`src/rtl/sorted_list_engine_core_defines.svh`:
```
// assertion macros for the sorted list engine
`ifndef SORTED_LIST_ENGINE_CORE_DEFINES_SVH
`define SORTED_LIST_ENGINE_CORE_DEFINES_SVH
`ifndef SYNTHESIS
`define SLE_ASSERT_IMPL(label, clk, rst, ante, cons) \
   label: assert property (@(posedge clk) disable iff (rst) (ante) |-> (cons)) \
      else $error("sle assertion failed");
`define SLE_ASSERT_NEXT(label, clk, rst, ante, cons) \
   label: assert property (@(posedge clk) disable iff (rst) (ante) |=> (cons)) \
      else $error("sle assertion failed");
`else
`define SLE_ASSERT_IMPL(label, clk, rst, ante, cons)
`define SLE_ASSERT_NEXT(label, clk, rst, ante, cons)
`endif
`endif

```
`src/rtl/sle_pkg.sv`:
```
// shared types, codes and command/status structs of the sorted list engine
package sle_pkg;
   localparam int unsigned DEPTH_DEFAULT = 256;
   localparam int unsigned INDEX_W       = 8;
   localparam int unsigned COUNT_W       = 9;

   typedef logic [1:0]         opcode_type;
   typedef logic signed [31:0] value_type;
   typedef logic [7:0]         index_type;
   typedef logic [1:0]         status_type;
   typedef logic [8:0]         count_type;
   typedef logic [1:0]         rd_sel_type;

   localparam opcode_type OP_INSERT = 2'd0;
   localparam opcode_type OP_REMOVE = 2'd1;
   localparam opcode_type OP_SUM    = 2'd2;

   localparam status_type ST_OK        = 2'd0;
   localparam status_type ST_BAD_INDEX = 2'd1;
   localparam status_type ST_FULL      = 2'd2;

   // read address sources
   localparam rd_sel_type RD_INDEX_A = 2'd0;
   localparam rd_sel_type RD_INDEX_B = 2'd1;
   localparam rd_sel_type RD_BELOW   = 2'd2;
   localparam rd_sel_type RD_ABOVE   = 2'd3;

   typedef struct packed {
      logic       load_cmd;
      logic       set_status;
      status_type status;
      logic       rd_en;
      rd_sel_type rd_sel;
      logic       load_addend;
      logic       load_sum;
      logic       ptr_from_count;
      logic       ptr_from_a;
      logic       ptr_dec;
      logic       ptr_inc;
      logic       wr_en;
      logic       wr_from_value;
      logic       cnt_inc;
      logic       cnt_dec;
      logic       load_removed;
      logic       rsp_load;
   } sle_cmd_type;

   typedef struct packed {
      opcode_type opcode;
      logic       full;
      logic       empty;
      logic       bad_a;
      logic       bad_ab;
      logic       ptr_zero;
      logic       more_above;
      logic       greater;
      logic       rsp_busy;
   } sle_stat_type;
endpackage

```
`src/rtl/sle_controller.sv`:
```
// command sequencer of the sorted list engine
module sle_controller (
   input  logic                  clock,
   input  logic                  reset,
   input  logic                  req_valid,
   output logic                  req_ready,
   input  sle_pkg::sle_stat_type stat,
   output sle_pkg::sle_cmd_type  cmd
);
   import sle_pkg::*;

   localparam logic [3:0] S_IDLE     = 4'd0;
   localparam logic [3:0] S_DECODE   = 4'd1;
   localparam logic [3:0] S_SUM_A    = 4'd2;
   localparam logic [3:0] S_SUM_B    = 4'd3;
   localparam logic [3:0] S_INS_STEP = 4'd4;
   localparam logic [3:0] S_INS_CMP  = 4'd5;
   localparam logic [3:0] S_REM_HEAD = 4'd6;
   localparam logic [3:0] S_REM_STEP = 4'd7;
   localparam logic [3:0] S_REM_MOVE = 4'd8;
   localparam logic [3:0] S_FINISH   = 4'd9;

   logic [3:0] state_ff, state_in;

   assign req_ready = (state_ff == S_IDLE);

   always_comb begin
      cmd      = '0;
      state_in = state_ff;
      unique case (state_ff)
         S_IDLE: begin
            if (req_valid) begin
               cmd.load_cmd = 1'b1;
               state_in     = S_DECODE;
            end
         end
         S_DECODE: begin
            case (stat.opcode)
               OP_INSERT: begin
                  if (stat.full) begin
                     cmd.set_status = 1'b1;
                     cmd.status     = ST_FULL;
                     state_in       = S_FINISH;
                  end else begin
                     cmd.ptr_from_count = 1'b1;
                     state_in           = S_INS_STEP;
                  end
               end
               OP_REMOVE: begin
                  if (stat.bad_a) begin
                     cmd.set_status = 1'b1;
                     cmd.status     = ST_BAD_INDEX;
                     state_in       = S_FINISH;
                  end else begin
                     cmd.rd_en  = 1'b1;
                     cmd.rd_sel = RD_INDEX_A;
                     state_in   = S_REM_HEAD;
                  end
               end
               OP_SUM: begin
                  if (stat.bad_ab) begin
                     cmd.set_status = 1'b1;
                     cmd.status     = ST_BAD_INDEX;
                     state_in       = S_FINISH;
                  end else begin
                     cmd.rd_en  = 1'b1;
                     cmd.rd_sel = RD_INDEX_A;
                     state_in   = S_SUM_A;
                  end
               end
               default: state_in = S_FINISH;
            endcase
         end
         S_SUM_A: begin
            cmd.load_addend = 1'b1;
            cmd.rd_en       = 1'b1;
            cmd.rd_sel      = RD_INDEX_B;
            state_in        = S_SUM_B;
         end
         S_SUM_B: begin
            cmd.load_sum = 1'b1;
            if (stat.full) begin
               cmd.set_status = 1'b1;
               cmd.status     = ST_FULL;
               state_in       = S_FINISH;
            end else begin
               cmd.ptr_from_count = 1'b1;
               state_in           = S_INS_STEP;
            end
         end
         S_INS_STEP: begin
            if (stat.ptr_zero) begin
               cmd.wr_en         = 1'b1;
               cmd.wr_from_value = 1'b1;
               cmd.cnt_inc       = 1'b1;
               state_in          = S_FINISH;
            end else begin
               cmd.rd_en  = 1'b1;
               cmd.rd_sel = RD_BELOW;
               state_in   = S_INS_CMP;
            end
         end
         S_INS_CMP: begin
            cmd.wr_en = 1'b1;
            if (stat.greater) begin
               cmd.ptr_dec = 1'b1;
               state_in    = S_INS_STEP;
            end else begin
               cmd.wr_from_value = 1'b1;
               cmd.cnt_inc       = 1'b1;
               state_in          = S_FINISH;
            end
         end
         S_REM_HEAD: begin
            cmd.load_removed = 1'b1;
            cmd.ptr_from_a   = 1'b1;
            state_in         = S_REM_STEP;
         end
         S_REM_STEP: begin
            if (stat.more_above) begin
               cmd.rd_en  = 1'b1;
               cmd.rd_sel = RD_ABOVE;
               state_in   = S_REM_MOVE;
            end else begin
               cmd.cnt_dec = 1'b1;
               state_in    = S_FINISH;
            end
         end
         S_REM_MOVE: begin
            cmd.wr_en   = 1'b1;
            cmd.ptr_inc = 1'b1;
            state_in    = S_REM_STEP;
         end
         S_FINISH: begin
            if (!stat.rsp_busy) begin
               cmd.rsp_load = 1'b1;
               state_in     = S_IDLE;
            end
         end
         default: state_in = S_IDLE;
      endcase
   end

   always_ff @(posedge clock) begin
      if (reset) begin
         state_ff <= S_IDLE;
      end else begin
         state_ff <= state_in;
      end
   end
endmodule

```
`config.mk`:
```
export PLATFORM = sky130hd
export DESIGN_NAME = sle_controller
export DESIGN_NICKNAME = d
export VERILOG_FILES = /design/src/rtl/sorted_list_engine_core_defines.svh /design/src/rtl/sle_pkg.sv /design/src/rtl/sle_controller.sv
export SDC_FILE = /design/constraint.sdc
export NUM_CORES = 1
export LEC_CHECK = 0
export ABC_CLOCK_PERIOD_IN_PS = 1580
export BUFFER_PORTS_ARGS = -buffer_cell sky130_fd_sc_hd__buf_4
export CAP_MARGIN = 20
export CORE_AREA = 5 5 47 49
export CTS_CLUSTER_DIAMETER = 150
export DETAILED_ROUTE_END_ITERATION = 16
export DIE_AREA = 0 0 52 54
export PLACE_DENSITY_LB_ADDON = 0.15
export SYNTH_ARGS = -nofsm -noshare
export SYNTH_HDL_FRONTEND = slang
export SYNTH_SLANG_ARGS = --single-unit
```
`constraint.sdc`:
```
create_clock -name clock -period 1.58 [get_ports clock]
set_clock_uncertainty 0.15 [all_clocks]
set_input_delay 0 -clock clock [delete_from_list [all_inputs] [get_ports clock]]
set_output_delay 0 -clock clock [all_outputs]
set_load 0.005 [all_outputs]
```
# Word level (Yosys, flattened, before mapping)

Index checks and enable logic that the tools add are counted.

Eq/ne operators: 13
Multiplexer cells: 40
Reductions and logical operators: 5

Operator list:

| kind                                           | number |
|---|---|
| one-hot mux 4 bit (9 select lines)             | 1 |
| 2-to-1 mux 4 bit                               | 7 |
| 2-to-1 mux 3 bit                               | 8 |
| == test 4 x 3 -> 1 bit (second input constant) | 4 |
| 2-to-1 mux 1 bit                               | 15 |
| one-hot mux 3 bit (2 select lines)             | 2 |
| one-hot mux 3 bit (4 select lines)             | 1 |
| one-hot mux 4 bit (3 select lines)             | 1 |
| one-hot mux 3 bit (3 select lines)             | 1 |
| == test 4 x 2 -> 1 bit (second input constant) | 2 |
| == test 4 bit (second input constant)          | 2 |
| == test 4 x 1 -> 1 bit (second input constant) | 1 |
| logical NOT 4 bit                              | 1 |
| inequality test 2 bit (second input constant)  | 2 |
| one-hot mux 1 bit (2 select lines)             | 2 |
| one-hot mux 2 bit (2 select lines)             | 1 |
| OR reduction 2 bit                             | 2 |
| == test 2 x 1 -> 1 bit (second input constant) | 1 |
| == test 2 bit (second input constant)          | 1 |
| logical NOT 2 bit                              | 1 |
| 2-to-1 mux 2 bit                               | 1 |
| AND reduction 2 bit                            | 1 |

Register bits: 4
Input bits: 13
Word-level logic and storage cells: 59

# Depth between registers and ports, before layout

Gate-level depths: netlist (run 1).

Depth in word-level cells: 3
Gate-level depth with buffers: 6
Gate-level depth less buffers: 6

# Least setup slack after synthesis (run 1)

OpenSTA, ideal clock, no wires.

Path type: flip-flop to flip-flop
Start: register state_ff[1]
End: register state_ff[0]
Library setup time: 73 ps
Data arrival time: 1303 ps
Required time: 1357 ps
Slack: 53 ps
Cell stages (with the launch flop): 5
Period minus slack after synthesis: 1527 ps
Path through: dfxtp_1 buf_6 or3b_4 or4_1 o211ai_2

Word-level cells in the longest chain between the ends: 3
Elaborated cells on any way between the ends: 15

Ends and longest elaborated chain:

| item                                                                             | RTL line              | RTL |
|---|---|---|
| start, declared                                                                  | sle_controller.sv:23  | `logic [3:0] state_ff, state_in;` |
| start signal, assigned                                                           | sle_controller.sv:148 | `state_ff <= state_in;` |
| == test 4 bit, or another cell as far along                                      | sle_controller.sv:30  | `unique case (state_ff)` |
| OR reduction 2 bit (no line) / inequality test 2 bit (equally long branches)     | n/a                   |  |
| one-hot mux 4 bit (9 select lines) / AND reduction 2 bit (equally long branches) | n/a                   |  |

Several ways; a longest one is shown, not always the timed one.
A chain may end at the register's enable or synchronous reset.

==> results.md, run 1 <==
Status:
- The flow ran to the end, but the final reports show violations.
- The final reports fail on setup timing.

Logic synthesis:
- The register bit count reported by yosys is 4.
- The fraction of synthesized cell area taken by the top area cell type is 12.4%.
- The most used flip-flop cell after synthesis is sky130_fd_sc_hd__dfxtp_1.
- The biggest area contributor in the post-synthesis netlist is sky130_fd_sc_hd__dfxtp_1.
- The number of different library cells in the post-synthesis netlist is 39.
- The synthesized netlist cell count is 93.
- In the post-synthesis netlist, the biggest area contributors are sky130_fd_sc_hd__dfxtp_1 12%, sky130_fd_sc_hd__nand2b_1 8.7%, sky130_fd_sc_hd__ha_1 7.7%.
- The commonest cells after synthesis are 9 x sky130_fd_sc_hd__a21oi_1, 9 x sky130_fd_sc_hd__inv_1, 9 x sky130_fd_sc_hd__nand2b_1.
- For this run, the number of Yosys warnings is 0.
- The sequential element share of the synthesized area is between 10% and 20%.
- In this run the mean area of a mapped cell was around 7 um^2.
- The area of the mapped netlist is about 650 um^2.
- Counting every net in the synthesized netlist gives 110.
- In this run, synthesis inferred 0 flip-flops with an integrated enable.
- Counting flops with an async set or reset pin after synthesis yields a share of 0%.

Clocking:
- The cell at the root of the clock tree is sky130_fd_sc_hd__clkbuf_4.
- After clock tree synthesis, the clock-pin slew on the worst setup and hold paths is approximately 40 ps.
- The clock tree buffer depth is 2.
- TritonCTS built the clock tree.
- The tree built by TritonCTS fans out to 4 sinks.
- For the worst-skew pair, the clock arrives at the later sink with an insertion delay of 230 ps.
- CTS built an H-tree with a depth of 1.
- The total clock buffers created by CTS is 3.

Route:
- In the routed design, unresolved DRC markers number 0.
- The number of DRC markers in iteration 0 is 13.
- The number of detailed-routing iterations run before antenna repair is 4.
- The detailed router placed just under 800 vias in this run.
- The average wire per cell in the routed design is around 12 um.
- The count of nets left with antenna violations once routing finished came out at 0.
- The total wire length is between 1500 and 2000 um.
- The average via count per standard cell is just under 5.

Power:
- The combinational share of power is ~76%.
- Dividing total power by cell area gives a power density of ~1100 mW/mm^2.
- The switching share of total power is between 40% and 50%.
- VDD sags by at most 0.917 mV.
- The internal power of the cells is 0.707 mW.
- The sequential power share is 13.6%.
- The analysis attributes to cell leakage a power of 0.492 nW.
- For this design the total switching power over the nets is between 0.4 and 0.5 mW.
- The clock group share of total power is about a tenth.

Die:
- The width of the die is approximately 52 um.
- The number of rows created at floorplan is 16.
- The core area is ~0.0018 mm^2.
- The floorplan step set the die height to ~54 um.
- The starting density of the core is a little over a third.
- The top-level port count is 33.
- The die covers roughly 0.0028 mm^2.

Global routing:
- The total overflow left after global routing is 0.
- The number of global-route vias before repair was a little under 700.
- Entering global routing, the biggest net connects 19 pins.
- The total routing usage reported by global routing is approximately 14%.
- The first global-routing pass estimated 3030 um of wire.
- The initial antenna violation count was 0.

Layout:
- The share of post-route cells with drive strength above 1 is between 40% and 50%.
- The number of nets in the layout is around 150.
- After routing the design area is ~0.0011 mm^2.
- The number of antenna cells inserted is 0.
- The top register by number of flip-flops is state_ff.
- In the final layout, the registers with the most flip-flops are state_ff x4.
- From synthesis to final layout, the design area changed by 63.9%.
- The register with the most flip-flops in the layout has 4 of them.

Worst setup path:
- The critical path in this run is classified as reg -> out.
- Data on the critical path is required at its endpoint by roughly 1400 ps.
- The worst setup path is launched from a flop.
- The peak fanout along the critical path is 4.
- The data arrival time at the worst-slack endpoint is around 1600 ps.
- STA classifies the critical path endpoint as an output port.

Placed design:
- The count of buffers added on input and output ports is 31.
- Summing all placed instances gives a cell area of 932 um^2.
- The setup slack after placement is just under 40 ps.
- Routability-driven placement finished with a final weighted congestion of between 0.7 and 0.8.
- Detailed placement ended at an HPWL of ~1500 um.

STA:
- The number of hold-slack violations in the final timing report was 0.
- Setup repair after global routing could not meet its margin everywhere.
- The max-slew violation count is 0.
- Headroom to the max-slew limit came out at 74.0%.
- The final period demand of the worst path is about 1700 ps.
- At the pin with the least slew margin, the transition time is ~390 ps.
- The final period utilization is 108%.
- The setup slack after layout is -129 ps.
- The maximum frequency from static timing analysis is 0.585 GHz.
- Setup violations remaining at the end of the flow were counted as 6.

Hold path:
- The path class of the tightest hold or removal check is in -> reg.

Run:
- The number of max-cap violations is 0.
## layout make-up
cell class	instances	area [um^2]
clock buffers	3	22.5
fillers	177	759
inverters	9	33.8
multi-input cells	72	534
flip-flops and latches	4	82.6
well taps	27	33.8
repair buffers	45	355
## cells by family (layout without fill, tap and decap cells)
family / after synthesis / after routing / share of synthesized area [%]
flip-flops: 4 / 4 / 12.4
AO/OA/AOI/OAI: 25 / 25 / 25.5
adder cells (fa/ha/maj): 4 / 4 / 7.72
AND/OR/NAND/NOR: 41 / 41 / 38.6
multiplexers: 2 / 2 / 3.28
buffers and inverters: 17 / 57 / 12.5
## what timing repair did
item	CTS	global route
hold buffers	2	0
endpoints found under the hold margin	4	0
pin swaps	4	2
setup buffers	2	4
endpoints found under the setup margin	6	12
gates resized for setup	5	6
## placed cells by master, fill, tap and decap left out, types with 2 or more instances in the layout
cell type                       synthesis  final
sky130_fd_sc_hd__nor3_1                 7      6
sky130_fd_sc_hd__buf_4                  2     42
sky130_fd_sc_hd__dfxtp_2                0      2
sky130_fd_sc_hd__nor4_2                 0      2
sky130_fd_sc_hd__ha_1                   4      4
sky130_fd_sc_hd__dlygate4sd3_1          0      2
sky130_fd_sc_hd__a21oi_1                9      6
sky130_fd_sc_hd__inv_1                  9      9
sky130_fd_sc_hd__a21oi_2                1      4
sky130_fd_sc_hd__dfxtp_1                4      2
sky130_fd_sc_hd__o21ai_0                3      3
sky130_fd_sc_hd__clkbuf_4               0      3
sky130_fd_sc_hd__nand2_1                2      2
sky130_fd_sc_hd__o21bai_1               2      2
sky130_fd_sc_hd__nand3_1                2      2
sky130_fd_sc_hd__nor2_1                 8      8
sky130_fd_sc_hd__a31oi_1                2      2
sky130_fd_sc_hd__nand2b_1               9      8
## per-stage QoR
step / hold slack, ps / cells / util, % / setup TNS [ps] / power [mW]
floorplan: -116 / 93 / - / 0 / 0.635
global placement: 47.4 / 150 / 51.2 / 0 / 0.932
detailed placement: 49.2 / 150 / 51.2 / 0 / 0.936
CTS: 41.6 / 157 / 55.3 / -389 / 1.12
global route: 64.4 / 160 / 58.3 / -970 / 1.31
finish: 49.5 / 160 / 58.3 / -431 / 1.19
## per-layer routing
layer,routed length (um),track usage [%],vias up
li1,-,-,409
met4,0,6.55,0
met2,985,24.3,12
met5,0,0,-
met3,56,1.66,0
met1,844,17.8,360
## power by group through the flow
stage                     sequential (mW)  clock [mW]  combinational (mW)
after floorplan                     0.150           0               0.485
after global placement              0.158           0               0.775
after detailed placement            0.159           0               0.776
after CTS                           0.162       0.130               0.830
after global routing                0.166       0.147               0.997
final                               0.162       0.121               0.908
## worst paths after layout
kind,from,endpoint,slack (ps),cells past startpoint
setup / recovery,state_ff[2],cmd[17],-130,5
hold / removal,stat[0],state_ff[0],50,4
setup reg to reg,state_ff[2],state_ff[2],-70,6
hold reg to reg,state_ff[2],state_ff[0],570,3
## worst max-delay path: stages (launching register included)
cell,delay [ps]
sky130_fd_sc_hd__dfxtp_2,320
sky130_fd_sc_hd__or4b_4,590
sky130_fd_sc_hd__nor2_4,120
sky130_fd_sc_hd__a21oi_2,70
sky130_fd_sc_hd__o21bai_1,120
sky130_fd_sc_hd__buf_4,120
Power figures use the tool's default switching activity.
==> inputs of run 2 (changes only) <==
--- a/config.mk
+++ b/config.mk
@@ -5,14 +5,15 @@
 export SDC_FILE = /design/constraint.sdc
 export NUM_CORES = 1
 export LEC_CHECK = 0
+export ABC_AREA = 1
 export ABC_CLOCK_PERIOD_IN_PS = 1580
 export BUFFER_PORTS_ARGS = -buffer_cell sky130_fd_sc_hd__buf_4
 export CAP_MARGIN = 20
-export CORE_AREA = 5 5 47 49
+export CORE_AREA = 5 5 46 48
 export CTS_CLUSTER_DIAMETER = 150
 export DETAILED_ROUTE_END_ITERATION = 16
-export DIE_AREA = 0 0 52 54
-export PLACE_DENSITY_LB_ADDON = 0.15
+export DIE_AREA = 0 0 51 53
+export PLACE_DENSITY_LB_ADDON = 0.25
 export SYNTH_ARGS = -nofsm -noshare
 export SYNTH_HDL_FRONTEND = slang
 export SYNTH_SLANG_ARGS = --single-unit
==> run 2 against run 1 <==
  * The flow now finishes without violations
  * First-iteration DRC count did not move
  * Maximum frequency rose by 11%
  * Clock-buffer cell count did not move
==> results.md, run 2 <==
Layout:
- After filler insertion, the fill cell instance count of the layout stands at approximately 160.
- The number of antenna cells inserted is 0.
- The number of nets in the layout is 168.
- The register with the most flip-flops in the layout has 4 of them.
- In the final layout, the registers with the most flip-flops are state_ff x4.
- The library cell used most frequently in the layout, excluding fill and tap cells, is sky130_fd_sc_hd__buf_4.
- The layout overhead on the synthesized area is 60.1%.
- The top cell types in the final layout, fill and taps aside, are 38 x sky130_fd_sc_hd__buf_4, 25 x sky130_fd_sc_hd__nand2_1, 19 x sky130_fd_sc_hd__inv_1.
- More flip-flops sit in one register than any other, and that register is state_ff.
- In the final layout, the share of cells above drive strength 1 is approximately two fifths.
- The finished layout holds ~170 standard cells, fillers aside.

Placed design:
- The routability congestion estimate from global placement is about 0.84.
- OpenSTA, run right after detailed placement, puts the worst setup slack at roughly 170 ps.
- Buffers placed on the I/O ports in this run total 31.
- The final HPWL from detailed placement is 1380 um.
- The number of instances in the placed design is between 150 and 200.

Clocking:
- The clock tree buffer depth is 2.
- Clock tree synthesis selected as its root buffer the cell sky130_fd_sc_hd__clkbuf_4.
- After clock tree synthesis, the clock-pin slew on the worst setup and hold paths is approximately 40 ps.
- The clock sink count is 4.
- The clock insertion delay at the later pin of the skew report is ~240 ps.
- TritonCTS built the clock tree.
- The number of levels in the clock H-tree is 1.
- In this run, CTS created clock tree buffers numbering 3.

Power:
- The worst voltage drop across the vdd grid is ~0.68 mV.
- Summed over all cells, the static leakage comes to roughly 0.59 nW.
- The areal power density over the cells is 1120 mW/mm^2.

STA:
- Setup violations remaining at the end of the flow were counted as 0.
- Static timing analysis puts the maximum clock frequency at roughly 0.65 GHz.
- The setup slack after layout is slightly above 40 ps.
- The worst pin sits at a relative slew slack of about 83%.
- The final period utilization is a little over nine tenths.
- The slew at the pin closest to its max-slew limit is approximately 250 ps.
- The number of hold-slack violations in the final timing report was 0.
- Setup repair after global routing could not meet its margin everywhere.
- The smallest clock period supported by the final layout is computed as between 1500 and 2000 ps.
- The max-slew violation count is 0.

Die:
- The number of rows created at floorplan is 15.
- The die is ~53 um tall.
- The width of the die is about 50 um.
- Once the floorplan was initialized, standard cells occupied 37.2% of the core.
- The top-level port count is 33.
- The core area is between 0.0015 and 0.002 mm^2.
- The die area is 0.00270 mm^2.

Global routing:
- The initial antenna violation count was 0.
- The first global-routing pass estimated roughly 2900 um of wire.
- Across every metal layer, demand over resource in global routing totals a little over an eighth.
- The number of global-route vias before repair is roughly 740.
- The residual overflow from global routing is 0.
- Entering global routing, the biggest net connects 10 pins.

Logic synthesis:
- The mean area per synthesized cell is roughly 5.9 um^2.
- The sequential element share of the synthesized area is between 10% and 20%.
- In this run the biggest area consumer among cell types represents roughly 15% of the synthesized area.
- The area of the mapped netlist is between 600 and 700 um^2.
- The prevailing post-synth register cell is sky130_fd_sc_hd__dfxtp_1.
- The count of flip-flops with a built-in enable after synthesis is 0.
- Ranked by instance count, the synthesized netlist is headed by 25 x sky130_fd_sc_hd__nand2_1, 20 x sky130_fd_sc_hd__inv_1, 12 x sky130_fd_sc_hd__nand3_1.
- The leading cell type by number of instances after synthesis is sky130_fd_sc_hd__nand2_1.
- During synthesis, Yosys emitted a total of 0 warnings.
- By area the synthesized netlist is led by sky130_fd_sc_hd__nand2_1 15%, sky130_fd_sc_hd__dfxtp_1 13%, sky130_fd_sc_hd__inv_1 12%.
- The synthesized design contains 4 register bits.
- The async set-reset flop share out of synthesis is 0%.
- The cell count after synthesis came out at 106.
- The number of different library cells in the post-synthesis netlist is 25.
- The cell type contributing the most total cell area after synthesis is sky130_fd_sc_hd__nand2_1.
- Synthesis produced a netlist with a net count of roughly 120.

Status:
- The run finished with clean final reports.

Route:
- The average via count per standard cell is 4.83.
- For this block, the via count after detailed routing is 802.
- The first detailed-routing pass ran for 4 iterations.
- After detailed routing, the average wire length per cell comes to 10.9 um.
- The number of remaining DRC errors is 0.
- The total wire length is approximately 1800 um.
- The first routing iteration left 13 violations.
- The residual antenna-violating net count after detailed routing is 0.

Worst setup path:
- The setup path with the least slack is of type reg -> out.
- On the critical path, the stage with the largest delay is an instance of sky130_fd_sc_hd__dfxtp_4.
- Along the worst path, the maximum fanout reaches 4.
- The data required time of the critical path is roughly 1400 ps.
- The endpoint kind of the worst setup timing path is an output port.
- In this design, the stage delay of the slowest critical-path cell is approximately 380 ps.
- Traced cell by cell, the critical path runs through inv_4 > nor2_4 > nand2_4 > nor2_4 > inv_2 > o21ai_2 > or2_1 > buf_4.
- The count of buffer and inverter cells on the critical path is 3.
- The cell with the most instances on the worst path is sky130_fd_sc_hd__nor2_4.
- The family of cells with the greatest summed delay on the critical path is simple AND/OR/NAND/NOR gates.
- STA classifies the critical path startpoint as a flop.
- The data arrival time at the worst-slack endpoint is ~1400 ps.

Hold path:
- The worst min-delay path category is in -> reg.

Run:
- The tool flagged a number of max-cap violations equal to 0.
-- run 2: cell count changes after synthesis, sizes merged, moves of 3 or more --
cell,previous run,this run
a21oi,10,4
nand2,2,28
nor3,8,1
nor2,9,16
nand3,2,12
inv,9,23
nand2b,9,0
nor4,3,0
buf,6,3
-- run 2: cell type report --
class | count | area (um^2) | area share, %
flip-flops and latches | 4 | 87.6 | 8.82
repair buffers | 43 | 335 | 33.8
inverters | 23 | 88.8 | 8.94
multi-input cells | 76 | 438 | 44.1
clock buffers | 3 | 22.5 | 2.27
well taps | 17 | 21.3 | 2.14
-- run 2: power by group --
group	total [mW]	leakage, nW	internal (mW)	switching (mW)
Clock	0.135	0.0138	0.0855	0.0493
Combinational	0.774	0.542	0.376	0.397
Sequential	0.200	0.0347	0.143	0.0574
Total	1.11	0.590	0.605	0.504
-- run 2: final timing paths --
check	startpoint	end	slack, ps	depth (start not counted)
worst min register to register	state_ff[3]	state_ff[3]	480	2
worst max-delay path	state_ff[0]	cmd[17]	40	8
worst max register to register	state_ff[0]	state_ff[0]	160	7
worst min-delay path	stat[7]	state_ff[3]	50	5
-- run 2: stage by stage --
stage / hold slack [ps] / setup TNS, ps / total power, mW / area, um^2 / util [%]
after floorplan: -119 / 0 / 0.598 / 621 / -
after global placement: 52.6 / 0 / 0.813 / 848 / 50.8
after detailed placement: 56.8 / 0 / 0.826 / 848 / 50.8
after CTS: 45.1 / 0 / 0.981 / 928 / 55.6
after global routing: 92.9 / -54.6 / 1.21 / 993 / 59.5
final: 47.1 / 0 / 1.11 / 993 / 59.5
-- run 2: what timing repair did --
action | in CTS | in global routing
endpoints found under the setup margin | 3 | 4
hold buffers | 5 | 0
gates resized for setup | 3 | 6
pin swaps | 0 | 4
buffers inserted | 0 | 7
endpoints found under the hold margin | 4 | 0
-- run 2: kinds of logic (layout without fill, tap and decap cells) --
logic type,after synthesis,after routing,synth area share (%)
fa+ha+maj,4,4,8.06
flops,4,4,12.9
buf+inv,26,69,18.1
simple gates,60,60,48.0
compound gates,12,12,12.9
-- run 2: routing by layer --
metal  track usage, %  part of all wire [%]  vias to the layer above
met4             5.38                   1.4                        0
met1             15.8                    41                      358
met2             24.7                    51                       25
li1                 -                     -                      415
met3             2.54                   6.1                        4
met5                0                     0                        -
-- run 2: worst min-delay path, stage by stage --
cell and delay, ps:
sky130_fd_sc_hd__buf_4 110, sky130_fd_sc_hd__nand2_2 70, sky130_fd_sc_hd__o21ai_2 70, sky130_fd_sc_hd__nor2_1 50, sky130_fd_sc_hd__a21oi_1 100
==> inputs of run 3 (changes only) <==
--- a/config.mk
+++ b/config.mk
@@ -6,13 +6,12 @@
 export NUM_CORES = 1
 export LEC_CHECK = 0
 export ABC_AREA = 1
-export ABC_CLOCK_PERIOD_IN_PS = 1580
+export ABC_CLOCK_PERIOD_IN_PS = 1910
 export BUFFER_PORTS_ARGS = -buffer_cell sky130_fd_sc_hd__buf_4
-export CAP_MARGIN = 20
-export CORE_AREA = 5 5 46 48
+export CORE_AREA = 5 5 43 45
 export CTS_CLUSTER_DIAMETER = 150
 export DETAILED_ROUTE_END_ITERATION = 16
-export DIE_AREA = 0 0 51 53
+export DIE_AREA = 0 0 48 50
 export PLACE_DENSITY_LB_ADDON = 0.25
 export SYNTH_ARGS = -nofsm -noshare
 export SYNTH_HDL_FRONTEND = slang
==> constraint.sdc (replaced) <==
create_clock -name clock -period 1.91 [get_ports clock]
set_clock_uncertainty 0.15 [all_clocks]
set_input_delay 0.382 -clock clock [delete_from_list [all_inputs] [get_ports clock]]
set_output_delay 0.382 -clock clock [all_outputs]
set_load 0.005 [all_outputs]
==> run 3 against run 2 <==
  * Sequential cell count did not move
  * Via count decreased by 0.75%
  * Clock power is 29% lower
  * Non-clock buffer count is 5 lower
  * Core utilization grew 7.2 points
  * Setup slack got worse by 13 ps
  * Combinational power decreased by 14%
  * Critical path depth unchanged
  * Clock-buffer cell count did not move
  * Critical path type unchanged
  * Largest cell class unchanged
  * Largest power group unchanged
==> results.md, run 3 (synthesis results as in run 2) <==
Status:
- The run finished with clean final reports.

Clocking:
- After clock tree synthesis, the flow added hold-fix buffers numbering 0.
- The total clock buffers created by CTS is 3.
- TritonCTS built the clock tree.
- The longest clock path from root to sink contains 2 buffers.
- The cell at the root of the clock tree is sky130_fd_sc_hd__clkbuf_4.
- The number of levels in the clock H-tree is 1.
- The clock insertion delay at the later pin of the skew report is 220 ps.
- The clock-pin slew on the worst setup and hold paths is 30 ps.
- Clock tree synthesis found a total of 4 sinks.

Global routing:
- The number of global-route vias before repair is around 630.
- The total routing usage reported by global routing is a little over an eighth.
- The first global-routing pass estimated roughly 2400 um of wire.
- Entering global routing, the biggest net connects 10 pins.
- The initial antenna violation count came to 0.
- After global routing the overflow that remains totals 0.

Layout:
- The area taken by flip-flops and latches is 90.1 um^2.
- The final-layout fill cell count is around 140.
- Cells fill 66.7% of the core in the end.
- The top register by number of flip-flops is state_ff.
- The library cells used most frequently in the layout, excluding fill and tap cells, are 38 x sky130_fd_sc_hd__buf_4, 24 x sky130_fd_sc_hd__nand2_1, 19 x sky130_fd_sc_hd__inv_1.
- The share of post-route cells with drive strength above 1 is about 44%.
- The final design instance area without fill is 958 um^2.
- The flip-flop count of the largest register after layout is 4.
- The library cell used most frequently in the layout, excluding fill and tap cells, is sky130_fd_sc_hd__buf_4.
- Summing all multi-input logic gate instances after layout gives between 400 and 500 um^2.
- 0 antenna diodes ended up in the layout.
- Compared with the post-synthesis result, the final layout area differs by 54.4%.
- The largest registers in the layout are state_ff x4.
- The number of nets in the layout is approximately 160.

Die:
- The starting density of the core is a little over two fifths.
- The top-level port count is 33.
- The floorplan step defined a core boundary enclosing around 0.0014 mm^2.
- The die extent in y is 50 um.
- The die area is ~0.0024 mm^2.
- Measured along the x axis, the die boundary spans roughly 48 um.
- The number of rows created at floorplan is 14.

Run:
- The number of max-cap violations is 0.

Route:
- The total wire length is about 1700 um.
- The average wire per cell in the routed design is around 10 um.
- The wire length on met1 is about 620 um.
- The sum of met3 wire segment lengths after detailed routing is roughly 130 um.
- The highest metal layer carrying signal wires in the routed design is met3.
- In this run the remaining antenna-violating nets after routing total 0.
- The number of remaining DRC errors is 0.
- The average via count per standard cell is between 4 and 5.
- The first detailed-routing pass took 4 iterations.
- Across all layers, the routed design uses just under 800 vias.
- For this block, the initial DRC count from the detailed router was 14.
- Summed over all nets, wire length on met2 after detailed routing comes to around 940 um.

STA:
- For the pin with the worst max-slew slack, the measured transition is between 200 and 250 ps.
- In the finished design, the share of the clock period the worst path needs comes to between 90 and 100%.
- Setup violations remaining at the end of the flow were counted as 0.
- The final period demand of the worst path is roughly 1900 ps.
- For this run, the top clock speed supported by timing is between 0.5 and 0.6 GHz.
- In this run the tightest slew margin relative to its limit is 83.5%.
- The number of hold-slack violations in the final timing report is 0.
- Setup repair after global routing could not meet its margin everywhere.
- The max-slew violation count is 0.
- The final worst hold slack is between 150 and 200 ps.
- The total negative setup slack is 0 ps.

Worst setup path:
- By startpoint and endpoint, the worst setup path is classified as reg -> out.
- The data arrival time at the worst-slack endpoint is about 1400 ps.
- The peak fanout along the critical path is 4.
- The endpoint kind of the worst setup timing path is an output port.
- Counting stages on the worst path, the most repeated cell is sky130_fd_sc_hd__nor2_4.
- The stage delay of the slowest cell on the critical path is approximately 370 ps.
- The data required time of the critical path is about 1400 ps.
- The slowest stage of the critical path belongs to the cell sky130_fd_sc_hd__dfxtp_4.
- The critical path goes through inv_4 > nor2_4 > nand2_4 > nor2_4 > inv_2 > o21ai_2 > or2_1 > buf_4.
- The critical path launch point type is a flop.

Power:
- Of the total power, the share spent switching nets is between 40 and 50%.
- For this design the ratio of total power to cell area is 968 mW/mm^2.
- Sequential cells account for between 10% and 20% of the total power.
- Cell internal power was estimated by the tool at around 0.5 mW.
- The worst voltage drop across the vdd grid is about 0.62 mV.
- The share of total power dissipated in the clock network is around a tenth.
- For this design the total switching power over the nets is roughly 0.41 mW.
- The analysis attributes to cell leakage a power of between 0.5 and 0.6 nW.
- The combinational share of power is about 70%.
- The total power is between 0.9 and 1 mW.

Hold path:
- The worst min-delay path category is in -> reg.

Placed design:
- The wire-length estimate of the detail-placed layout is ~1300 um.
- At the end of routability-driven placement, the weighted congestion stood at 0.838.
- Once placement finished, the instance area stood at approximately 850 um^2.
- Buffers placed on the I/O ports in this run total 31.
==> run 3: cell types whose count changed in the layout (fill, tap and decap cells not counted) <==
cell,previous run,this run
sky130_fd_sc_hd__nor2_4,5,6
sky130_fd_sc_hd__dfxtp_4,1,2
sky130_fd_sc_hd__nand2_2,2,3
sky130_fd_sc_hd__dfxtp_2,3,2
sky130_fd_sc_hd__nand2_1,25,24
sky130_fd_sc_hd__dlygate4sd3_1,5,0
==> run 3: area by class of cell <==
type / instances / share of cell area [%]
multi-input combinational: 77 / 47.1
inverter: 23 / 9.27
sequential: 4 / 9.40
tap: 16 / 2.09
clock buffer: 3 / 2.35
timing repair buffer: 38 / 29.8
==> run 3: metrics by stage <==
step,instances,worst slack (ps)
finish,161,27.6
global route,161,-87.7
CTS,154,1.04
detailed placement,150,91.4
global placement,150,117
floorplan,106,313
==> run 3: worst max-delay path: cells and delay by family (launching register included) <==
family	cells	cell delay [ps]
AOI/OAI and AO/OA	1	140
buffers and inverters	3	200
DFF	1	370
and+or+nand+nor	4	420
==> run 3: final timing paths <==
| check | from | to | slack [ps] | cells past startpoint |
|---|---|---|---|---|
| worst max-delay path | state_ff[0] | cmd[17] | 30 | 8 |
| worst min-delay path | reset | state_ff[1] | 200 | 2 |
| worst max register to register | state_ff[1] | state_ff[0] | 450 | 9 |
| worst min register to register | state_ff[0] | state_ff[0] | 460 | 4 |
==> run 3: per-layer routing <==
layer  vias up  global-route usage, %
met1       364                   15.4
met4         0                   2.69
met3         0                   1.09
li1        412                      -
met5         -                      0
met2        20                   24.2
==> run 3: power by group through the flow <==
stage,clock network (mW),logic [mW],registers [mW]
final,0.0956,0.662,0.169
after global routing,0.105,0.732,0.173
after CTS,0.0988,0.556,0.153
after detailed placement,0,0.533,0.146
after global placement,0,0.524,0.146
after floorplan,0,0.362,0.133
==> run 3: timing repair <==
item,in CTS,in global routing
setup endpoints to repair,3,11
pin swaps,1,6
cloned,0,1
endpoints found under the hold margin,0,0
buffers inserted,1,6
gates resized for setup,4,8
